### config.mk
export PLATFORM = sky130hd
export DESIGN_NAME = servo_gait_sequencer_flat
export DESIGN_NICKNAME = d
export VERILOG_FILES = /design/src/rtl/sgs_pkg.sv /design/src/rtl/sgs_in_if.sv /design/src/rtl/sgs_out_if.sv /design/src/rtl/sgs_cfg_if.sv /design/src/rtl/servo_gait_sequencer.sv /design/src/rtl/sgs_cfg_regs.sv /design/src/rtl/sgs_serial_div.sv /design/src/flat_wrapper.sv
export VERILOG_INCLUDE_DIRS = /design/src /design/src/rtl
export SDC_FILE = /design/constraint.sdc
export NUM_CORES = 1
export LEC_CHECK = 0
export BUFFER_PORTS_ARGS = -buffer_cell sky130_fd_sc_hd__buf_2
export CORE_UTILIZATION = 59
export DETAILED_ROUTE_END_ITERATION = 8
export PLACE_DENSITY_LB_ADDON = 0.25
export SLEW_MARGIN = 0
export SYNTH_ARGS = -nofsm -noshare
export SYNTH_HDL_FRONTEND = slang
export SYNTH_SLANG_ARGS = --single-unit
### constraint.sdc
create_clock -name clk -period 5.45 [get_ports clk]
set_input_delay 0.2725 -clock clk [delete_from_list [all_inputs] [get_ports clk]]
set_output_delay 0.2725 -clock clk [all_outputs]
set_load 0.005 [all_outputs]
### src/rtl/servo_gait_sequencer_assert.svh
// Assertion macros for the servo gait sequencer.
// Used by the sequencer top level and its serial divider; no other dependencies.
`ifndef SERVO_GAIT_SEQUENCER_ASSERT_SVH
`define SERVO_GAIT_SEQUENCER_ASSERT_SVH
`ifndef SYNTH
// Same-cycle implication, disabled while reset is held.
`define SGS_ASSERT_IMP(lbl, clk, rstn, ante, cons) \
  lbl: assert property (@(posedge clk) disable iff (!rstn) (ante) |-> (cons)) \
    else $error("sgs assertion failed: same-cycle implication");
// Next-cycle implication, disabled while reset is held.
`define SGS_ASSERT_NXT(lbl, clk, rstn, ante, cons) \
  lbl: assert property (@(posedge clk) disable iff (!rstn) (ante) |=> (cons)) \
    else $error("sgs assertion failed: next-cycle implication");
`else
`define SGS_ASSERT_IMP(lbl, clk, rstn, ante, cons)
`define SGS_ASSERT_NXT(lbl, clk, rstn, ante, cons)
`endif
`endif

### src/rtl/sgs_pkg.sv
// Shared types, constants and the gait table for the servo gait sequencer.
// No dependencies; imported by every other file but the assertion header and sgs_in_if.
`default_nettype none

package sgs_pkg;

  // Field widths fixed by the register map and the words on the channels.
  localparam int SPAN_W   = 9;
  localparam int HOLD_W   = 4;
  localparam int PULSE_W  = 12;
  localparam int POS_W    = 10;
  localparam int PHOUT_W  = 3;
  localparam int CFG_IDX_W  = 3;
  localparam int CFG_DATA_W = 12;
  localparam int NUM_SERVOS = 3;
  localparam int SIDX_W     = 2;

  // Serial divider: dividend is target minus position, divisor is hold plus one.
  localparam int DIV_W     = POS_W + 1;
  localparam int DVS_W     = HOLD_W + 1;
  localparam int DIV_CNT_W = $clog2(DIV_W);

  // Register reset values.
  localparam logic [SPAN_W-1:0]  LIFT_SPAN_RST    = 9'd350;
  localparam logic [SPAN_W-1:0]  TURN_SPAN_RST    = 9'd150;
  localparam logic [HOLD_W-1:0]  LIFT_HOLD_RST    = 4'd4;
  localparam logic [HOLD_W-1:0]  TURN_HOLD_RST    = 4'd4;
  localparam logic [PULSE_W-1:0] PULSE_CENTER_RST = 12'd1500;

  // Register indexes on the configuration channel.
  typedef enum logic [CFG_IDX_W-1:0] {
    REG_LIFT_SPAN    = 3'd0,
    REG_TURN_SPAN    = 3'd1,
    REG_LIFT_HOLD    = 3'd2,
    REG_TURN_HOLD    = 3'd3,
    REG_PULSE_CENTER = 3'd4
  } sgs_reg_idx_t;

  typedef struct packed {
    logic [SPAN_W-1:0]  lift_span;
    logic [SPAN_W-1:0]  turn_span;
    logic [HOLD_W-1:0]  lift_hold;
    logic [HOLD_W-1:0]  turn_hold;
    logic [PULSE_W-1:0] pulse_center;
  } sgs_cfg_t;

  // Sequencer states.
  typedef enum logic [1:0] {
    ST_IDLE,
    ST_START,
    ST_WAIT,
    ST_EMIT
  } sgs_state_t;

  // Sign of a gait table entry.
  typedef enum logic [1:0] {
    SGN_ZERO,
    SGN_POS,
    SGN_NEG
  } sgs_sign_t;

  typedef struct packed {
    sgs_sign_t lift_sgn;
    sgs_sign_t turn_sgn;
    logic      use_lift_hold;
  } sgs_gait_t;

  typedef logic signed [POS_W-1:0] sgs_pos_t;

  // Divider handshake between the sequencer and the serial divider.
  typedef struct packed {
    logic                    start;
    logic signed [DIV_W-1:0] dividend;
    logic [DVS_W-1:0]        divisor;
  } sgs_div_req_t;

  typedef struct packed {
    logic                    done;
    logic signed [DIV_W-1:0] quotient;
  } sgs_div_rsp_t;

  // Eight-entry gait table.
  function automatic sgs_gait_t sgs_gait_entry(input logic [PHOUT_W-1:0] pat);
    sgs_gait_t e;
    unique case (pat)
      3'd0: e = '{lift_sgn: SGN_POS,  turn_sgn: SGN_NEG,  use_lift_hold: 1'b1};
      3'd1: e = '{lift_sgn: SGN_POS,  turn_sgn: SGN_ZERO, use_lift_hold: 1'b0};
      3'd2: e = '{lift_sgn: SGN_POS,  turn_sgn: SGN_POS,  use_lift_hold: 1'b0};
      3'd3: e = '{lift_sgn: SGN_ZERO, turn_sgn: SGN_POS,  use_lift_hold: 1'b1};
      3'd4: e = '{lift_sgn: SGN_NEG,  turn_sgn: SGN_POS,  use_lift_hold: 1'b1};
      3'd5: e = '{lift_sgn: SGN_NEG,  turn_sgn: SGN_ZERO, use_lift_hold: 1'b0};
      3'd6: e = '{lift_sgn: SGN_NEG,  turn_sgn: SGN_NEG,  use_lift_hold: 1'b0};
      3'd7: e = '{lift_sgn: SGN_ZERO, turn_sgn: SGN_NEG,  use_lift_hold: 1'b1};
      default: e = '{lift_sgn: SGN_ZERO, turn_sgn: SGN_ZERO, use_lift_hold: 1'b0};
    endcase
    return e;
  endfunction

  // Apply a table sign to a span magnitude.
  function automatic sgs_pos_t sgs_signed_span(input sgs_sign_t sgn,
                                               input logic [SPAN_W-1:0] span);
    sgs_pos_t mag;
    mag = sgs_pos_t'({1'b0, span});
    unique case (sgn)
      SGN_POS: return mag;
      SGN_NEG: return -mag;
      default: return '0;
    endcase
  endfunction

  // Center plus position, saturated to the pulse field range.
  function automatic logic [PULSE_W-1:0] sgs_make_pulse(input logic [PULSE_W-1:0] center,
                                                        input sgs_pos_t pos);
    logic signed [PULSE_W+1:0] sum;
    sum = $signed({2'b00, center}) + (PULSE_W+2)'(pos);
    if (sum < 0) begin
      return '0;
    end else if (sum > $signed({2'b00, {PULSE_W{1'b1}}})) begin
      return {PULSE_W{1'b1}};
    end else begin
      return sum[PULSE_W-1:0];
    end
  endfunction

endpackage

`default_nettype wire

### src/rtl/sgs_in_if.sv
// Input channel interface: one tick word with the two end-stop button levels.
// Has no dependencies; it does not import sgs_pkg.
`default_nettype none

interface sgs_in_if;
  logic valid;
  logic ready;
  logic min_pressed;
  logic max_pressed;

  modport source (output valid, output min_pressed, output max_pressed, input ready);
  modport sink   (input valid, input min_pressed, input max_pressed, output ready);
endinterface

`default_nettype wire

### src/rtl/sgs_out_if.sv
// Result channel interface: three pulse widths and the gait phase.
// Depends on sgs_pkg for the field widths.
`default_nettype none

interface sgs_out_if import sgs_pkg::*; ();
  logic               valid;
  logic               ready;
  logic [PULSE_W-1:0] pulse_lift;
  logic [PULSE_W-1:0] pulse_turn_a;
  logic [PULSE_W-1:0] pulse_turn_b;
  logic [PHOUT_W-1:0] gait_phase;

  modport source (output valid, output pulse_lift, output pulse_turn_a,
                  output pulse_turn_b, output gait_phase, input ready);
  modport sink   (input valid, input pulse_lift, input pulse_turn_a,
                  input pulse_turn_b, input gait_phase, output ready);
endinterface

`default_nettype wire

### src/rtl/sgs_cfg_if.sv
// Configuration write channel interface: register index and write data.
// Depends on sgs_pkg for the field widths.
`default_nettype none

interface sgs_cfg_if import sgs_pkg::*; ();
  logic                  valid;
  logic                  ready;
  logic [CFG_IDX_W-1:0]  index;
  logic [CFG_DATA_W-1:0] data;

  modport source (output valid, output index, output data, input ready);
  modport sink   (input valid, input index, input data, output ready);
endinterface

`default_nettype wire

### src/rtl/servo_gait_sequencer.sv
// Servo gait sequencer: one result word per tick, registered in the output register.
// The three servo updates share one bit-serial divider, one servo after another, so a new
// tick is taken only once the previous tick's result is loaded into the result register.
// A waiting result does not block the next tick's accept.
// Synchronous active-low reset restores the register defaults, phase 0, hold 0,
// and all positions and targets to zero.
`default_nettype none
`include "servo_gait_sequencer_assert.svh"

module servo_gait_sequencer import sgs_pkg::*; #(
  parameter int NUM_PHASES = 8
) (
  input  wire logic clk,
  input  wire logic rst_n,
  sgs_in_if.sink    in_ch,
  sgs_out_if.source out_ch,
  sgs_cfg_if.sink   cfg_ch
);

  localparam int PH_W = (NUM_PHASES > 2) ? $clog2(NUM_PHASES) : 1;
  localparam logic [PH_W-1:0] PH_LAST = PH_W'(NUM_PHASES - 1);
  localparam logic [SIDX_W-1:0] SIDX_LAST = SIDX_W'(NUM_SERVOS - 1);

  sgs_cfg_t     cfg;
  sgs_div_req_t div_req;
  sgs_div_rsp_t div_rsp;

  sgs_state_t        state_r, state_nxt;
  logic [PH_W-1:0]   phase_r;
  logic [HOLD_W-1:0] hold_r;
  logic [SIDX_W-1:0] sidx_r;
  sgs_pos_t          pos_r [NUM_SERVOS];
  sgs_pos_t          tgt_r [NUM_SERVOS];

  logic               out_valid_r;
  logic [PULSE_W-1:0] pulse_lift_r, pulse_turn_a_r, pulse_turn_b_r;
  logic [PHOUT_W-1:0] gait_phase_r;

  logic              accept;
  logic              out_free;
  logic              load_out;
  logic [PH_W-1:0]   phase_adv;
  sgs_gait_t         gait;
  sgs_pos_t          lift_tgt, turn_tgt;

  sgs_cfg_regs u_cfg (
    .clk    (clk),
    .rst_n  (rst_n),
    .cfg_ch (cfg_ch),
    .cfg    (cfg)
  );

  sgs_serial_div u_div (
    .clk   (clk),
    .rst_n (rst_n),
    .req   (div_req),
    .rsp   (div_rsp)
  );

  // Phase advance and the gait table entry of the new phase.
  always_comb begin
    phase_adv = (phase_r == PH_LAST) ? '0 : phase_r + 1'b1;
    gait      = sgs_gait_entry(PHOUT_W'(phase_adv));
    lift_tgt  = sgs_signed_span(gait.lift_sgn, cfg.lift_span);
    turn_tgt  = sgs_signed_span(gait.turn_sgn, cfg.turn_span);
  end

  // Divider request for the servo in turn: (target - position) / (hold + 1).
  always_comb begin
    div_req.start    = (state_r == ST_START);
    div_req.dividend = DIV_W'(tgt_r[sidx_r]) - DIV_W'(pos_r[sidx_r]);
    div_req.divisor  = DVS_W'(hold_r) + 1'b1;
  end

  assign out_free = !out_valid_r || out_ch.ready;

  // Sequencer next state and handshake outputs.
  always_comb begin
    state_nxt   = state_r;
    in_ch.ready = 1'b0;
    accept      = 1'b0;
    load_out    = 1'b0;
    unique case (state_r)
      ST_IDLE: begin
        in_ch.ready = 1'b1;
        if (in_ch.valid) begin
          accept    = 1'b1;
          state_nxt = ST_START;
        end
      end
      ST_START: begin
        state_nxt = ST_WAIT;
      end
      ST_WAIT: begin
        if (div_rsp.done) begin
          state_nxt = (sidx_r == SIDX_LAST) ? ST_EMIT : ST_START;
        end
      end
      ST_EMIT: begin
        if (out_free) begin
          load_out  = 1'b1;
          state_nxt = ST_IDLE;
        end
      end
      default: state_nxt = ST_IDLE;
    endcase
  end

  always_ff @(posedge clk) begin
    if (!rst_n) begin
      state_r <= ST_IDLE;
    end else begin
      state_r <= state_nxt;
    end
  end

  // Tick state: phase, hold count, targets, then one servo position per division.
  always_ff @(posedge clk) begin
    if (!rst_n) begin
      phase_r <= '0;
      hold_r  <= '0;
      sidx_r  <= '0;
      for (int i = 0; i < NUM_SERVOS; i++) begin
        pos_r[i] <= '0;
        tgt_r[i] <= '0;
      end
    end else if (accept) begin
      sidx_r <= '0;
      if (hold_r == '0) begin
        phase_r  <= phase_adv;
        hold_r   <= gait.use_lift_hold ? cfg.lift_hold : cfg.turn_hold;
      end else begin
        hold_r   <= hold_r - 1'b1;
      end
      // The minimum button wins over the maximum button.
      priority if (in_ch.min_pressed) begin
        tgt_r[0] <= -sgs_pos_t'({1'b0, cfg.lift_span});
        tgt_r[1] <= -sgs_pos_t'({1'b0, cfg.turn_span});
        tgt_r[2] <= -sgs_pos_t'({1'b0, cfg.turn_span});
      end else if (in_ch.max_pressed) begin
        tgt_r[0] <= sgs_pos_t'({1'b0, cfg.lift_span});
        tgt_r[1] <= sgs_pos_t'({1'b0, cfg.turn_span});
        tgt_r[2] <= sgs_pos_t'({1'b0, cfg.turn_span});
      end else if (hold_r == '0) begin
        tgt_r[0] <= lift_tgt;
        tgt_r[1] <= turn_tgt;
        tgt_r[2] <= turn_tgt;
      end
    end else if (state_r == ST_WAIT && div_rsp.done) begin
      pos_r[sidx_r] <= pos_r[sidx_r] + POS_W'(div_rsp.quotient);
      sidx_r        <= sidx_r + 1'b1;
    end
  end

  // Output register, loaded once all three positions are updated.
  always_ff @(posedge clk) begin
    if (!rst_n) begin
      out_valid_r <= 1'b0;
    end else if (load_out) begin
      out_valid_r <= 1'b1;
    end else if (out_ch.ready) begin
      out_valid_r <= 1'b0;
    end
  end

  always_ff @(posedge clk) begin
    if (load_out) begin
      pulse_lift_r   <= sgs_make_pulse(cfg.pulse_center, pos_r[0]);
      pulse_turn_a_r <= sgs_make_pulse(cfg.pulse_center, pos_r[1]);
      pulse_turn_b_r <= sgs_make_pulse(cfg.pulse_center, pos_r[2]);
      gait_phase_r   <= PHOUT_W'(phase_r);
    end
  end

  assign out_ch.valid        = out_valid_r;
  assign out_ch.pulse_lift   = pulse_lift_r;
  assign out_ch.pulse_turn_a = pulse_turn_a_r;
  assign out_ch.pulse_turn_b = pulse_turn_b_r;
  assign out_ch.gait_phase   = gait_phase_r;

  `SGS_ASSERT_NXT(a_accept_starts, clk, rst_n, in_ch.valid && in_ch.ready, state_r == ST_START && sidx_r == '0)
  `SGS_ASSERT_IMP(a_done_in_wait, clk, rst_n, div_rsp.done, state_r == ST_WAIT)
  `SGS_ASSERT_NXT(a_emit_loads, clk, rst_n, state_r == ST_EMIT && out_free, out_valid_r && state_r == ST_IDLE)

endmodule

`default_nettype wire

### src/rtl/sgs_cfg_regs.sv
// Configuration register file for the servo gait sequencer.
// Depends on sgs_pkg and the sgs_cfg_if interface.
`default_nettype none

module sgs_cfg_regs import sgs_pkg::*; (
  input  wire logic  clk,
  input  wire logic  rst_n,
  sgs_cfg_if.sink    cfg_ch,
  output sgs_cfg_t   cfg
);

  sgs_cfg_t cfg_r;

  // Writes are always taken; unknown indexes are dropped.
  assign cfg_ch.ready = 1'b1;
  assign cfg          = cfg_r;

  // Register decode.
  always_ff @(posedge clk) begin
    if (!rst_n) begin
      cfg_r.lift_span    <= LIFT_SPAN_RST;
      cfg_r.turn_span    <= TURN_SPAN_RST;
      cfg_r.lift_hold    <= LIFT_HOLD_RST;
      cfg_r.turn_hold    <= TURN_HOLD_RST;
      cfg_r.pulse_center <= PULSE_CENTER_RST;
    end else if (cfg_ch.valid) begin
      unique case (cfg_ch.index)
        REG_LIFT_SPAN:    cfg_r.lift_span    <= cfg_ch.data[SPAN_W-1:0];
        REG_TURN_SPAN:    cfg_r.turn_span    <= cfg_ch.data[SPAN_W-1:0];
        REG_LIFT_HOLD:    cfg_r.lift_hold    <= cfg_ch.data[HOLD_W-1:0];
        REG_TURN_HOLD:    cfg_r.turn_hold    <= cfg_ch.data[HOLD_W-1:0];
        REG_PULSE_CENTER: cfg_r.pulse_center <= cfg_ch.data[PULSE_W-1:0];
        default: ;
      endcase
    end
  end

endmodule

`default_nettype wire

### src/rtl/sgs_serial_div.sv
// Bit-serial restoring divider, signed dividend by positive divisor, truncating.
// Depends on sgs_pkg and the assertion macro header.
`default_nettype none
`include "servo_gait_sequencer_assert.svh"

module sgs_serial_div import sgs_pkg::*; (
  input  wire logic    clk,
  input  wire logic    rst_n,
  input  sgs_div_req_t req,
  output sgs_div_rsp_t rsp
);

  localparam logic [DIV_CNT_W-1:0] CNT_LAST = DIV_CNT_W'(DIV_W - 1);

  logic                 busy_r;
  logic                 done_r;
  logic                 neg_r;
  logic [DIV_CNT_W-1:0] cnt_r;
  logic [DIV_W-1:0]     work_r;
  logic [DVS_W-2:0]     rem_r;
  logic [DVS_W-1:0]     dvs_r;

  logic [DVS_W-1:0]     shifted;
  logic                 fits;
  logic [DVS_W-2:0]     rem_nxt;
  logic [DIV_W-1:0]     dividend_mag;

  // One quotient bit per step: shift the next dividend bit into the remainder.
  always_comb begin
    shifted      = {rem_r, work_r[DIV_W-1]};
    fits         = (shifted >= dvs_r);
    rem_nxt      = fits ? (DVS_W-1)'(shifted - dvs_r) : (DVS_W-1)'(shifted);
    dividend_mag = req.dividend[DIV_W-1] ? DIV_W'(-req.dividend) : DIV_W'(req.dividend);
  end

  // Control: busy for DIV_W steps, then a one-cycle done pulse.
  always_ff @(posedge clk) begin
    if (!rst_n) begin
      busy_r <= 1'b0;
      done_r <= 1'b0;
      cnt_r  <= '0;
    end else begin
      done_r <= 1'b0;
      if (req.start) begin
        busy_r <= 1'b1;
        cnt_r  <= '0;
      end else if (busy_r) begin
        cnt_r <= cnt_r + 1'b1;
        if (cnt_r == CNT_LAST) begin
          busy_r <= 1'b0;
          done_r <= 1'b1;
        end
      end
    end
  end

  // Datapath: the dividend shifts out the top while quotient bits shift in.
  always_ff @(posedge clk) begin
    if (req.start) begin
      work_r <= dividend_mag;
      rem_r  <= '0;
      dvs_r  <= req.divisor;
      neg_r  <= req.dividend[DIV_W-1];
    end else if (busy_r) begin
      work_r <= {work_r[DIV_W-2:0], fits};
      rem_r  <= rem_nxt;
    end
  end

  assign rsp.done     = done_r;
  assign rsp.quotient = neg_r ? -$signed(work_r) : $signed(work_r);

  `SGS_ASSERT_IMP(a_start_when_free, clk, rst_n, req.start, !busy_r)
  `SGS_ASSERT_NXT(a_done_after_last, clk, rst_n, busy_r && cnt_r == CNT_LAST && !req.start, done_r && !busy_r)
  `SGS_ASSERT_IMP(a_done_not_busy, clk, rst_n, done_r, !busy_r)

endmodule

`default_nettype wire
### src/flat_wrapper.sv
// flat-port wrapper written by rule: the top's interface ports become plain ports
module servo_gait_sequencer_flat import sgs_pkg::*;
#(
  parameter int NUM_PHASES = 8
)
  (clk, rst_n, in_ch_valid, in_ch_min_pressed, in_ch_max_pressed, in_ch_ready, out_ch_valid, out_ch_pulse_lift, out_ch_pulse_turn_a, out_ch_pulse_turn_b, out_ch_gait_phase, out_ch_ready, cfg_ch_valid, cfg_ch_index, cfg_ch_data, cfg_ch_ready);
  sgs_in_if in_ch_i ();
  sgs_out_if out_ch_i ();
  sgs_cfg_if cfg_ch_i ();
  input  wire logic clk;
  input  wire logic rst_n;
  input wire logic [$bits(in_ch_i.valid)-1:0] in_ch_valid;
  input wire logic [$bits(in_ch_i.min_pressed)-1:0] in_ch_min_pressed;
  input wire logic [$bits(in_ch_i.max_pressed)-1:0] in_ch_max_pressed;
  output wire logic [$bits(in_ch_i.ready)-1:0] in_ch_ready;
  output wire logic [$bits(out_ch_i.valid)-1:0] out_ch_valid;
  output wire logic [$bits(out_ch_i.pulse_lift)-1:0] out_ch_pulse_lift;
  output wire logic [$bits(out_ch_i.pulse_turn_a)-1:0] out_ch_pulse_turn_a;
  output wire logic [$bits(out_ch_i.pulse_turn_b)-1:0] out_ch_pulse_turn_b;
  output wire logic [$bits(out_ch_i.gait_phase)-1:0] out_ch_gait_phase;
  input wire logic [$bits(out_ch_i.ready)-1:0] out_ch_ready;
  input wire logic [$bits(cfg_ch_i.valid)-1:0] cfg_ch_valid;
  input wire logic [$bits(cfg_ch_i.index)-1:0] cfg_ch_index;
  input wire logic [$bits(cfg_ch_i.data)-1:0] cfg_ch_data;
  output wire logic [$bits(cfg_ch_i.ready)-1:0] cfg_ch_ready;
  assign in_ch_i.valid = in_ch_valid;
  assign in_ch_i.min_pressed = in_ch_min_pressed;
  assign in_ch_i.max_pressed = in_ch_max_pressed;
  assign in_ch_ready = in_ch_i.ready;
  assign out_ch_valid = out_ch_i.valid;
  assign out_ch_pulse_lift = out_ch_i.pulse_lift;
  assign out_ch_pulse_turn_a = out_ch_i.pulse_turn_a;
  assign out_ch_pulse_turn_b = out_ch_i.pulse_turn_b;
  assign out_ch_gait_phase = out_ch_i.gait_phase;
  assign out_ch_i.ready = out_ch_ready;
  assign cfg_ch_i.valid = cfg_ch_valid;
  assign cfg_ch_i.index = cfg_ch_index;
  assign cfg_ch_i.data = cfg_ch_data;
  assign cfg_ch_ready = cfg_ch_i.ready;
  servo_gait_sequencer #(.NUM_PHASES(NUM_PHASES)) u_core (.clk(clk), .rst_n(rst_n), .in_ch(in_ch_i), .out_ch(out_ch_i), .cfg_ch(cfg_ch_i));
endmodule
==> impl_metrics.toml <==
[routing]
firstDrtPassIters = 7
routed_wl_um = 25220
drtIter0Drc = 768
num_vias = 8511
routedWlPerCell_um = 17.61
drc = 3
viasPerCell = 5.943
ant_nets = 0

[setup_path]
start_kind = "flip-flop"
crit_slowest_cell = "nor2_1"
slowest_delay_ns = 0.70
path_class = "reg -> reg"
crit_arrival_ns = 4.18
r2r_end = "u_core.u_div.work_r[10]$_DFFE_PP_"
path_cells = "nor2_1, mux2i_1, ha_1, inv_1, fa_1, a211oi_2, or4b_1, nand3_1, a2111oi_4, nand3_2, nor4b_2, a21o_1"
required_ns = 5.76
rrSetupSlack_ns = 1.58
cp_max_fo = 11
crit_family = "simple AND/OR/NAND/NOR gates"
path_buf_inv = 1
rr_worst_depth = 12
endpoint_kind = "flip-flop"

[floorplan]
die-area_um2 = 19390
initial_utilization_pct = 61.03
core_area_um2 = 18210
dieHeight_um = 139.2
dieWidth_um = 139.2
io_pins = 64
fp-row-count = 49

[yosys]
ys_seq_area_share_pct = 42.51
synth_flop_cell = "edfxtp_1"
synthSimpleGateAreaFrac_pct = 16.47
synth_xor_area_share_pct = 5.843
synth_compound_area_share_pct = 16.55
ys_warn_count = 0
async_flop_share_pct = 0
synth_top_family_by_area = "compound AO/OA/AOI/OAI gates"
synth_cell_type_count = 83
synth_area_um2 = 11110
synthCells = 1145
syn_area_per_cell_um2 = 9.706
ys_seq_elements = 178
synth_edf_count = 116
syn-num-nets = 1254
synthMuxAreaShare_pct = 4.853
synth_fa_ha_area_share_pct = 10.20

[worst_hold_path]
hp-class = "in -> reg"
hold_end = "u_core.u_cfg.cfg[10]$_SDFFE_PN1P_"
holdPathStages = 3
min_from = "cfg_ch_data[10]"

[grt]
grt_usage_pct = 26.47
antenna_found_initial = 0
grt-ovfl-total = 0
grt_max_degree = 58
grt_pass1_wl_um = 40110
grt_pass1_vias = 7763

[timing]
setup_tns_ns = 0
rsz0062_at_grt = "no"
setup_violations = 0
worstMarginPinSlew_ns = 1.089
fmax_mhz = 258.3
fin_crit_ns = 3.872
drv_slew = 0
skew_ns = 0.009281
slew_headroom_pct = 27.28
fin_crit_sh_pct = 71.05
finalHoldViolCount = 0

[pwr]
power_w = 0.003740
p_per_area_nw_per_um2 = 307.1
ir_drop_v = 0.0002651
power_leakage_nw = 5.051

[cts]
cts_resized = 0
clkSinkCount = 178
cts_tree = "built"
cts-buffers-inserted = 17
cts_setup_buffers = 0
cts_root_buf = "clkbuf_16"
clk_pin_slew_worst_paths_ns = 0.07
clock_latency_ns = 0.44
clockBufferDepth = 2
hold_buffers = 0
cts_max_level = 4

[place]
place_congestion = 0.9106
io_buffers = 62
post-dp-hpwl_um = 18890

[final_layout]
area_growth_pct = 9.593
fill_cells = 1444
final_nets = 1299
n_antenna_cell = 0
drive_gt1_share_pct = 12.30

[run_status]
outcome = "finished with violations"
violations = "design-rule violations"

[flow_run]
max_cap_violations = 0
==> worst register-to-register path, delay by kind of cell, from the launching register on <==
family | cells | cell delay [ns]
AND/OR/NAND/NOR | 5 | 1.40
multiplexers | 1 | 0.31
adder cells (fa/ha/maj) | 2 | 0.63
flip-flops | 1 | 0.51
buffers and inverters | 1 | 0.06
AO/OA/AOI/OAI | 3 | 0.83
==> cells in the mapped netlist, types with 19 or more instances <==
library cell,count,area share [%]
a21oi_1,78,3.5
xnor2_1,32,2.5
a21o_1,27,1.8
edfxtp_1,116,31
ha_1,81,9.1
mux2i_1,19,1.7
clkbuf_1,27,0.91
nor3_1,21,0.95
dfxtp_1,62,11
nor2b_1,21,1.2
a211oi_1,19,1.3
inv_1,60,2.0
o21ai_0,48,2.2
nor2_1,101,3.4
nand2_1,134,4.5
xor2_1,39,3.1
nand3_1,34,1.5
==> worst max-delay path by stage <==
| stage | cells after the start | end | from |
|---|---|---|---|
| final | 12 | u_core.u_div.work_r[10]$_DFFE_PP_ | flip-flop |
| after global routing | 12 | u_core.u_div.work_r[9]$_DFFE_PP_ | flip-flop |
| after CTS | 12 | u_core.u_div.work_r[9]$_DFFE_PP_ | flip-flop |
| after global placement | 12 | u_core.u_div.work_r[9]$_DFFE_PP_ | flip-flop |
| after detailed placement | 12 | u_core.u_div.work_r[9]$_DFFE_PP_ | flip-flop |
| after floorplan | 11 | u_core.u_div.work_r[8]$_DFFE_PP_ | flip-flop |
==> registers in the layout, indices dropped and copies added, names as in the netlist, named ones only <==
name and count:
u_core.pos_r 40, u_core.u_div.busy_r 1, u_core.u_div.rem_r 4, u_core.u_div.done_r 1, u_core.sidx_r 2, u_core.out_ch.pulse_turn_b 12
u_core.tgt_r 20, u_core.u_div.dvs_r 5, u_core.u_div.neg_r 1, u_core.u_cfg.cfg 38, u_core.out_ch.gait_phase 3, u_core.state_r 2
u_core.out_ch.pulse_turn_a 12, u_core.u_div.work_r 11, u_core.out_ch.valid 1, u_core.phase_r 3, u_core.u_div.cnt_r 4, u_core.out_ch.pulse_lift 12
u_core.hold_r 4
==> stage by stage <==
| step | cells | hold WS, ns | utilization (%) | setup WS, ns | cell area (um^2) |
|---|---|---|---|---|---|
| 4_1_cts | 1432 | 0.06620 | 66.89 | 1.565 | 12180 |
| 3_5_place_dp | 1400 | 0.4594 | 63.57 | 1.594 | 11580 |
| 6_report | 1432 | 0.06625 | 66.89 | 1.578 | 12180 |
| 2_1_floorplan | 1145 | 0.3965 | - | 1.865 | 11110 |
| 3_3_place_gp | 1400 | 0.4556 | 63.57 | 1.731 | 11580 |
| 5_1_grt | 1432 | 0.06737 | 66.89 | 1.289 | 12180 |
==> final cells by class <==
class	instances	area (um^2)	area share, %
repair buffers	65	332.8	2.733
well taps	229	286.5	2.353
multi-input cells	867	6003	49.29
clock inverters	12	102.6	0.8424
flip-flops and latches	178	4725	38.79
clock buffers	20	500.5	4.109
inverters	61	229.0	1.880
==> layer usage <==
metal / wire length [um] / global-route usage [%]
met5: 0 / 0
met4: 368 / 7.778
met3: 1669 / 5.196
met2: 11640 / 41.63
met1: 11540 / 37.12
==> placed cells by master (no fill, tap or decap), drive strengths merged, types with 3 or more instances in the layout <==
| cell | synthesis | layout |
|---|---|---|
| clkinv | 0 | 3 |
| mux4 | 10 | 10 |
| or2 | 8 | 8 |
| a31o | 8 | 8 |
| inv | 61 | 70 |
| edfxtp | 116 | 116 |
| or3 | 10 | 10 |
| mux2i | 19 | 19 |
| a211oi | 20 | 20 |
| and2 | 9 | 9 |
| nor3b | 6 | 6 |
| nand4 | 3 | 3 |
| o21a | 5 | 5 |
| ha | 81 | 81 |
| nor4 | 3 | 3 |
| dfxtp | 62 | 62 |
| nor2b | 21 | 21 |
| nor3 | 22 | 22 |
| clkbuf | 28 | 20 |
| and3 | 12 | 12 |
| a21o | 27 | 27 |
| o22ai | 11 | 11 |
| nand3 | 35 | 35 |
| o21ai | 61 | 61 |
| a21boi | 18 | 18 |
| a21oi | 79 | 79 |
| o21bai | 3 | 3 |
| xnor2 | 33 | 33 |
| buf | 11 | 65 |
| a31oi | 6 | 6 |
| o31ai | 13 | 13 |
| mux2 | 11 | 11 |
| nand2 | 135 | 135 |
| o211ai | 8 | 8 |
| fa | 6 | 6 |
| nand2b | 11 | 11 |
| xor2 | 39 | 39 |
| nor2 | 101 | 101 |
==> where the power goes <==
group / internal, W / switching [W] / total [W]
registers: 0.00154 / 0.0000780 / 0.00162
logic: 0.000358 / 0.000524 / 0.000881
clock network: 0.000681 / 0.000560 / 0.00124
==> cells by family after synthesis <==
logic type	count (synthesis)
and+or+nand+nor	387
adders and majority gates	87
DFF	178
xor gates and xnor gates	72
muxes	40
AOI/OAI and AO/OA	280
other	1
buffers and inverters	100
Power figures use the tool's default switching activity.
